File: src/sv/rbs_pkg.sv
// Package for the retry backoff scheduler: transaction payload types, event
// command codes, register indexes and reset values of the delay registers.
// No dependencies.
`default_nettype none

package rbs_pkg;

    localparam int TIME_WIDTH  = 48;
    localparam int DELAY_WIDTH = 24;
    localparam int CNT_WIDTH   = 3;
    localparam int APB_ADDR_W  = 4;
    localparam int APB_DATA_W  = 32;

    localparam logic [CNT_WIDTH-1:0] FAIL_CAP = 3'd4;

    localparam logic [DELAY_WIDTH-1:0] DELAY_FIRST_RST  = 24'd2000;
    localparam logic [DELAY_WIDTH-1:0] DELAY_SECOND_RST = 24'd5000;
    localparam logic [DELAY_WIDTH-1:0] DELAY_THIRD_RST  = 24'd10000;
    localparam logic [DELAY_WIDTH-1:0] DELAY_FOURTH_RST = 24'd30000;

    typedef enum logic [1:0] {
        REG_DELAY_FIRST  = 2'd0,
        REG_DELAY_SECOND = 2'd1,
        REG_DELAY_THIRD  = 2'd2,
        REG_DELAY_FOURTH = 2'd3
    } t_reg_idx;

    typedef enum logic [2:0] {
        CMD_REQ_IMMEDIATE = 3'd0,
        CMD_STARTED       = 3'd1,
        CMD_SUCCEEDED     = 3'd2,
        CMD_FAILED        = 3'd3,
        CMD_CANCELLED     = 3'd4,
        CMD_QUERY         = 3'd5
    } t_cmd;

    typedef struct packed {
        logic [2:0]            cmd;
        logic [TIME_WIDTH-1:0] now_time;
    } t_in_item;

    typedef struct packed {
        logic                  due;
        logic                  pending;
        logic                  in_flight;
        logic                  immediate_flag;
        logic [CNT_WIDTH-1:0]  failures;
        logic [TIME_WIDTH-1:0] next_retry_time;
    } t_out_item;

endpackage

`default_nettype wire

File: src/sv/retry_backoff_scheduler.sv
// Retry scheduler with capped, stepped backoff and an APB delay register file.
// Depends on rbs_pkg for payload types, command codes and register constants.
//
// One event transaction is taken per clock cycle while the output register is
// free or being taken. Each accepted event updates the retry state in the same
// cycle and its result appears in the output register on the next cycle, and
// the sustained rate is one transaction per cycle when the output does not
// stall; a single add, compare and flag update feeds both registers. The input
// is ready whenever the output register is empty or is being taken. The four
// delay registers are written and read over the APB port, which has no wait
// states, and should only be changed while no event is in progress.
`default_nettype none

module retry_backoff_scheduler
    import rbs_pkg::*;
(
    input  wire logic                  i_clk,
    input  wire logic                  i_rst_n,
    input  wire logic                  i_in_valid,
    output logic                       o_in_ready,
    input  wire t_in_item              i_in_data,
    output logic                       o_out_valid,
    input  wire logic                  i_out_ready,
    output t_out_item                  o_out_data,
    input  wire logic                  psel,
    input  wire logic                  penable,
    input  wire logic                  pwrite,
    input  wire logic [APB_ADDR_W-1:0] paddr,
    input  wire logic [APB_DATA_W-1:0] pwdata,
    output logic [APB_DATA_W-1:0]      prdata,
    output logic                       pready
);

    logic [DELAY_WIDTH-1:0] r_delay_first;
    logic [DELAY_WIDTH-1:0] r_delay_second;
    logic [DELAY_WIDTH-1:0] r_delay_third;
    logic [DELAY_WIDTH-1:0] r_delay_fourth;

    logic                  r_imm;
    logic                  r_run;
    logic [CNT_WIDTH-1:0]  r_fail;
    logic [TIME_WIDTH-1:0] r_retry;
    logic                  n_imm;
    logic                  n_run;
    logic [CNT_WIDTH-1:0]  n_fail;
    logic [TIME_WIDTH-1:0] n_retry;

    logic      r_out_valid;
    t_out_item r_out_data;
    t_out_item n_out_data;

    logic                   w_accept;
    logic                   w_cfg_wr;
    t_reg_idx               w_reg_idx;
    logic [CNT_WIDTH-1:0]   w_fail_inc;
    logic [CNT_WIDTH-1:0]   w_sel_count;
    logic [DELAY_WIDTH-1:0] w_delay;
    logic [TIME_WIDTH:0]    w_sum;
    logic [TIME_WIDTH-1:0]  w_sat;

    assign pready      = 1'b1;
    assign o_in_ready  = !r_out_valid || i_out_ready;
    assign w_accept    = i_in_valid && o_in_ready;
    assign o_out_valid = r_out_valid;
    assign o_out_data  = r_out_data;
    assign w_reg_idx   = t_reg_idx'(paddr[3:2]);
    assign w_cfg_wr    = psel && penable && pwrite && pready;

    always_ff @(posedge i_clk) begin
        if (!i_rst_n) begin
            r_delay_first  <= DELAY_FIRST_RST;
            r_delay_second <= DELAY_SECOND_RST;
            r_delay_third  <= DELAY_THIRD_RST;
            r_delay_fourth <= DELAY_FOURTH_RST;
        end else if (w_cfg_wr) begin
            case (w_reg_idx)
                REG_DELAY_FIRST:  r_delay_first  <= pwdata[DELAY_WIDTH-1:0];
                REG_DELAY_SECOND: r_delay_second <= pwdata[DELAY_WIDTH-1:0];
                REG_DELAY_THIRD:  r_delay_third  <= pwdata[DELAY_WIDTH-1:0];
                REG_DELAY_FOURTH: r_delay_fourth <= pwdata[DELAY_WIDTH-1:0];
                default: ;
            endcase
        end
    end

    always_comb begin
        case (w_reg_idx)
            REG_DELAY_FIRST:  prdata = APB_DATA_W'(r_delay_first);
            REG_DELAY_SECOND: prdata = APB_DATA_W'(r_delay_second);
            REG_DELAY_THIRD:  prdata = APB_DATA_W'(r_delay_third);
            REG_DELAY_FOURTH: prdata = APB_DATA_W'(r_delay_fourth);
            default:          prdata = '0;
        endcase
    end

    // A failure looks up the delay with the raised count, a cancel with the
    // current one. Counts 0 and 1 both use the first delay.
    assign w_fail_inc  = (r_fail < FAIL_CAP) ? r_fail + 3'd1 : r_fail;
    assign w_sel_count = (i_in_data.cmd == CMD_FAILED) ? w_fail_inc : r_fail;

    always_comb begin
        case (w_sel_count)
            3'd0, 3'd1: w_delay = r_delay_first;
            3'd2:       w_delay = r_delay_second;
            3'd3:       w_delay = r_delay_third;
            default:    w_delay = r_delay_fourth;
        endcase
    end

    assign w_sum = {1'b0, i_in_data.now_time} + (TIME_WIDTH + 1)'(w_delay);
    assign w_sat = w_sum[TIME_WIDTH] ? {TIME_WIDTH{1'b1}} : w_sum[TIME_WIDTH-1:0];

    always_comb begin
        n_imm   = r_imm;
        n_run   = r_run;
        n_fail  = r_fail;
        n_retry = r_retry;
        case (i_in_data.cmd)
            CMD_REQ_IMMEDIATE: begin
                n_imm   = 1'b1;
                n_retry = '0;
            end
            CMD_STARTED: begin
                n_imm   = 1'b0;
                n_run   = 1'b1;
                n_retry = '0;
            end
            CMD_SUCCEEDED: begin
                n_imm   = 1'b0;
                n_run   = 1'b0;
                n_fail  = '0;
                n_retry = '0;
            end
            CMD_FAILED: begin
                n_imm   = 1'b0;
                n_run   = 1'b0;
                n_fail  = w_fail_inc;
                n_retry = w_sat;
            end
            CMD_CANCELLED: begin
                n_run   = 1'b0;
                n_retry = r_imm ? '0 : w_sat;
            end
            default: ;
        endcase

        n_out_data.due             = !n_run && (n_imm ||
                                     (n_retry != '0 && i_in_data.now_time >= n_retry));
        n_out_data.pending         = n_imm || n_run || (n_retry != '0);
        n_out_data.in_flight       = n_run;
        n_out_data.immediate_flag  = n_imm;
        n_out_data.failures        = n_fail;
        n_out_data.next_retry_time = n_retry;
    end

    always_ff @(posedge i_clk) begin
        if (!i_rst_n) begin
            r_imm       <= 1'b0;
            r_run       <= 1'b0;
            r_fail      <= '0;
            r_retry     <= '0;
            r_out_valid <= 1'b0;
        end else begin
            if (w_accept) begin
                r_imm       <= n_imm;
                r_run       <= n_run;
                r_fail      <= n_fail;
                r_retry     <= n_retry;
                r_out_valid <= 1'b1;
            end else if (i_out_ready) begin
                r_out_valid <= 1'b0;
            end
        end
    end

    always_ff @(posedge i_clk) begin
        if (w_accept) begin
            r_out_data <= n_out_data;
        end
    end

endmodule

`default_nettype wire

File: config.mk
export PLATFORM = sky130hd
export DESIGN_NAME = retry_backoff_scheduler
export DESIGN_NICKNAME = d
export VERILOG_FILES = /design/src/sv/rbs_pkg.sv /design/src/sv/retry_backoff_scheduler.sv
export SDC_FILE = /design/constraint.sdc
export NUM_CORES = 1
export LEC_CHECK = 0
export CELL_PAD_IN_SITES_DETAIL_PLACEMENT = 1
export CELL_PAD_IN_SITES_GLOBAL_PLACEMENT = 2
export CORE_UTILIZATION = 42
export DETAILED_ROUTE_END_ITERATION = 10
export DONT_BUFFER_PORTS = 1
export HOLD_SLACK_MARGIN = 0.05
export PLACE_DENSITY_LB_ADDON = 0.1
export SLEW_MARGIN = 20
export SYNTH_ARGS = -nofsm -noshare
export SYNTH_HDL_FRONTEND = slang
export SYNTH_SLANG_ARGS = --single-unit
File: constraint.sdc
create_clock -name i_clk -period 13.94 [get_ports i_clk]
set_clock_uncertainty 0.2 [all_clocks]
set_input_delay 1.394 -clock i_clk [delete_from_list [all_inputs] [get_ports i_clk]]
set_output_delay 1.394 -clock i_clk [all_outputs]
set_load 0.05 [all_outputs]
## After elaboration in Yosys (flattened, before gate mapping)

Index checks and enable logic that the tools add are counted.

| word-level totals | value |
|---|---|
| register bits | 205 |
| bits in latches | 0 |
| bits in writable memories | 0 |
| memory bits (read-only) | 0 |
| bits of input ports | 94 |
| output and inout bits | 90 |
| memories | 0 |

| cells by class | value |
|---|---|
| add/subtract/negate cells | 2 |
| multiply operators | 0 |
| div/mod/pow operators | 0 |
| magnitude comparators | 2 |
| equality and inequality tests | 10 |
| shift operators | 0 |
| muxes and demuxes | 12 |
| bitwise logic cells | 0 |
| reductions and logical operators | 24 |

Operators by type and width:

| kind | count |
|---|---|
| one-hot mux 48 bit (3 select lines) | 1 |
| one-hot mux 32 bit (4 select lines) | 1 |
| two-way mux 48 bit | 2 |
| one-hot mux 24 bit (3 select lines) | 1 |
| adder 48 x 24 -> 49 bit | 1 |
| greater-or-equal comparator 48 bit | 1 |
| nonzero test 48 bit | 1 |
| == test 3 x 2 -> 1 bit (second input constant) | 4 |
| OR reduction 3 bit | 3 |
| AND reduction 2 bit | 4 |
| == test 3 x 1 -> 1 bit (second input constant) | 2 |
| zero test 3 bit | 2 |
| two-way mux 3 bit | 2 |
| one-hot mux 3 bit (2 select lines) | 1 |
| logical AND 1 bit | 5 |
| == test 2 bit (second input constant) | 2 |
| logical OR 1 bit | 4 |
| one-hot mux 1 bit (2 select lines) | 2 |
| adder 3 x 1 -> 3 bit (second input constant) | 1 |
| == test 3 bit (second input constant) | 1 |
| < comparator 3 bit (second input constant) | 1 |
| == test 2 x 1 -> 1 bit (second input constant) | 1 |
| zero test 1 bit | 2 |
| zero test 2 bit | 1 |
| 3 further kinds | 4 |

## Logic depth before layout (Yosys ltp)

| logic depth | value |
|---|---|
| word-level depth | 14 |
| mapped depth | 30 |
| depth with buffers taken out | 28 |

## Least setup slack after synthesis

OpenSTA, ideal clock, no wires.

| timing path | value |
|---|---|
| path type | input port to flip-flop |
| start point | input port i_in_data[48] (netlist name) |
| end point | register r_out_data, in the netlist o_out_data[54], data pin |
| setup time | 269 ps |
| arrival time | 6542 ps |
| setup slack | 6930 ps |
| cell stages on the path | 29 |
| path buffers | 4 |
| path through | clkbuf_1 > nand3b_1 > nor2_1 > xor2_1 > clkbuf_1 > nand2_1 > a31oi_1 > ha_1 > inv_1 > fa_1 > nor2b_1 > o2111ai_1 > a21boi_2 > nor2_1 > o31a_2 > buf_2 > buf_2 > a21oi_1 > a21oi_1 > ha_1 > a21o_1 > a21o_1 > a21o_1 > a21oi_1 > o21ai_0 > a221oi_1 > o31ai_1 > a21oi_1 > a31oi_1 |

RTL lines:

| element | RTL line | RTL |
|---|---|---|
| start: declaration | retry_backoff_scheduler.sv:21 | `input wire t_in_item i_in_data,` |
| end signal: assignment | retry_backoff_scheduler.sv:178 | `r_out_data <= n_out_data;` |
| end: declaration | retry_backoff_scheduler.sv:49 | `t_out_item r_out_data;` |

==> flow_metrics.env <==
export IMPL_antenna_left=0
export IMPL_r2r_end="o_out_data[54]"
export IMPL_rsz0062_at_grt="false"
export IMPL_yosys_area_top_type="dfxtp_1"
export IMPL_hold_class="reg2reg"
export IMPL_final_hold_viol_count=0
export IMPL_synth_edff_count=55
export IMPL_muxShareOfSynthArea_pct=4.486
export IMPL_cp_data_arrival_time_ns=8.08
export IMPL_whs_path_depth=2
export IMPL_setup_viol=0
export IMPL_overflow=0
export IMPL_grt_pass1_wl_microns=67190
export IMPL_synthArstFlopShare_pct=0
export IMPL_r2r_cells=28
export IMPL_r2r_start="r_fail[0]"
export IMPL_crit_required_ns=14.00
export IMPL_hold_start="r_delay_second[21]"
export IMPL_cp_num_buf_inv=2
export IMPL_crit_family="compound AO/OA/AOI/OAI gates"
export IMPL_max_stage_delay_ns=0.74
export IMPL_ys_warn_count=0
export IMPL_synth_xor_xnor_area_share_pct=2.028
export IMPL_final_util_pct=46.66
export IMPL_tightest_slew_ns=1.102
export IMPL_synthesis_area_sq_mm=0.01252
export IMPL_via_per_inst=6.042
export IMPL_nets=1620
export IMPL_initial_core_util_pct=43.16
export IMPL_synth_top_family_by_area="compound AO/OA/AOI/OAI gates"
export IMPL_ir_drop_mv=0.08284
export IMPL_layout_min_cycle_time_ns=8.019
export IMPL_cts_made_buffers=24
export IMPL_grt_pass1_vias=11450
export IMPL_synth_flop_cell="dfxtp_1"
export IMPL_synth_simple_area_share_pct=20.74
export IMPL_root_buffer="clkbuf_16"
export IMPL_status="complete, no violations"
export IMPL_drive_above_1_share_pct=9.320
export IMPL_ioPinCount=184
export IMPL_io_buffers=0
export IMPL_worstSetupPathType="in2reg"
export IMPL_synth_cell_types=89
export IMPL_die_w_microns=174.7
export IMPL_grt_use_met3_pct=6.636
export IMPL_clock_sinks=205
export IMPL_crit_path_frequent_cell="a21o_1"
export IMPL_busiest_layer="met2"
export IMPL_clkLatencyLatePin_ns=0.53
export IMPL_fill_cells=3452
export IMPL_dp_hpwl_microns=30820
export IMPL_vias=11210
export IMPL_r2r_setup_slack_ns=6.45
export IMPL_grt_met1_usage_pct=35.68
export IMPL_whs_endpoint="r_delay_second[21]"
export IMPL_chipHeight_microns=174.7
export IMPL_maxCapViolations=0
export IMPL_ys_seq_elements=205
export IMPL_synth_avg_cell_area_sq_um=8.359
export IMPL_clkTransAtPathRegs_ns=0.06
export IMPL_routed_wirelength_microns=43780
export IMPL_cp_max_fo=24
export IMPL_drtPass1Iterations=7
export IMPL_fin_crit_sh_pct=57.52
export IMPL_power_density_mw_per_mm2=114.2
export IMPL_postCtsResizedCells=0
export IMPL_synth_fa_ha_area_share_pct=7.454
export IMPL_finalSetupTns_ns=0
export IMPL_synth_area_top_cells="dfxtp_1, edfxtp_1, nand2_1, ha_1, a21oi_1"
export IMPL_slew_violations=0
export IMPL_htreeDepth=1
export IMPL_rows=62
export IMPL_met2_usage_pct=47.75
export IMPL_tritoncts="yes"
export IMPL_max_freq_mhz=124.7
export IMPL_grt_max_degree=91
export IMPL_ys_top_cells_by_count="nand2_1, a21oi_1, dfxtp_1"
export IMPL_slew_headroom_pct=26.52
export IMPL_grt_antenna_before_repair=2
export IMPL_die_area_sq_mm=0.03051
export IMPL_synth_most_common_cell="nand2_1"
export IMPL_postCtsSetupRepairBufs=0
export IMPL_slowest_stage="o31ai_2"
export IMPL_coreArea_sq_mm=0.02901
export IMPL_power_leakage_nw=5.259
export IMPL_synth_top_area_share_pct=23.98
export IMPL_area_growth_pct=8.114
export IMPL_route_detailed_drc=0
export IMPL_seq_area_frac_synth_pct=37.17
export IMPL_globalRouteTotalUtil_pct=28.33
export IMPL_setup_worst_path_start_class="input port"
export IMPL_first_iter_violations=700
export IMPL_wl_per_cell_microns=23.60
export IMPL_worst_hold_slack_ns=0.2690
export IMPL_cts_hold_fix_buffers=0
export IMPL_place_gp_congestion=0.9223
export IMPL_syn_inst=1498
export IMPL_synth_compound_area_share_pct=22.73
export IMPL_setup_worst_path_end_class="flip-flop"
export IMPL_cts_buffer_depth=3
-- worst reg2reg max path: cells and delay by family, from the launching register on --
kind,cells,cell delay (ns)
compound gates,17,4.11
fa+ha+maj,4,1.34
buf+inv,2,0.45
flops,1,0.39
simple gates,5,0.76
-- flip-flops by register name, summed over array words and instances (netlist names) --
| register | cells |
|---|---|
| r_delay_first | 24 |
| r_delay_third | 24 |
| r_delay_second | 24 |
| r_retry | 48 |
| o_out_valid | 1 |
| r_delay_fourth | 24 |
| r_imm | 1 |
| r_run | 1 |
| o_out_data | 55 |
| r_fail | 3 |
-- worst max path at each step --
stage	from	endpoint	slack, ns	cells after the start
2_1_floorplan	i_in_data[48]	o_out_data[54]	6.93	29
3_3_place_gp	i_in_data[50]	o_out_data[54]	5.49	27
3_5_place_dp	i_in_data[50]	o_out_data[54]	5.35	27
4_1_cts	i_in_data[50]	o_out_data[54]	5.88	27
5_1_grt	i_in_data[50]	o_out_data[54]	5.62	27
6_report	i_in_data[50]	o_out_data[54]	5.92	27
-- layout make-up --
class | count | area (sq um) | area share [%]
clock buffer | 27 | 643.1 | 4.750
sequential | 205 | 4654 | 34.38
tap | 384 | 480.5 | 3.549
antenna | 1 | 2.502 | 0.01848
multi-input combinational | 1139 | 7261 | 53.63
timing repair buffer | 19 | 142.6 | 1.054
inverter | 63 | 241.5 | 1.784
clock inverter | 17 | 112.6 | 0.8318
-- per-stage QoR --
step                      area, sq um  setup WS, ns  power [mW]  cells
after floorplan                 12550         6.930      0.8911   1505
after global placement          12780         5.489      0.9405   1810
after detailed placement        12780         5.354      0.9474   1810
after CTS                       13530         5.875       1.557   1854
after global routing            13540         5.615       1.606   1854
final                           13540         5.921       1.545   1855
-- cells in the final DEF, fill, tap and decap left out, drive strengths merged, types with 16 or more instances in the layout --
| master | count |
|---|---|
| nand3 | 40 |
| a211oi | 57 |
| edfxtp | 55 |
| ha | 73 |
| a21oi | 168 |
| o22ai | 23 |
| buf | 19 |
| mux4 | 24 |
| nand4 | 29 |
| xnor2 | 16 |
| a31oi | 33 |
| a21o | 30 |
| nor3 | 20 |
| o21ai | 37 |
| inv | 63 |
| nor2 | 98 |
| nand2 | 319 |
| clkbuf | 27 |
| dfxtp | 150 |
-- metal layers --
metal | share of wire (%) | vias up
li1 | - | 5336
met1 | 43 | 5491
met2 | 47 | 303
met3 | 6.5 | 76
met4 | 2.9 | 2
met5 | 0.021 | -
-- power breakdown --
| part | switching, mW | internal [mW] |
|---|---|---|
| Sequential | 0.0604 | 0.644 |
| Combinational | 0.153 | 0.0788 |
| Clock | 0.260 | 0.349 |
| Total | 0.474 | 1.07 |
-- logic make-up after synthesis --
logic type                 after synthesis
AOI/OAI and AO/OA                      421
xor gates and xnor gates                29
adders and majority gates               74
buffers and inverters                  161
DFF                                    205
muxes                                   26
other                                    2
and+or+nand+nor                        580
Power figures use the tool's default switching activity.
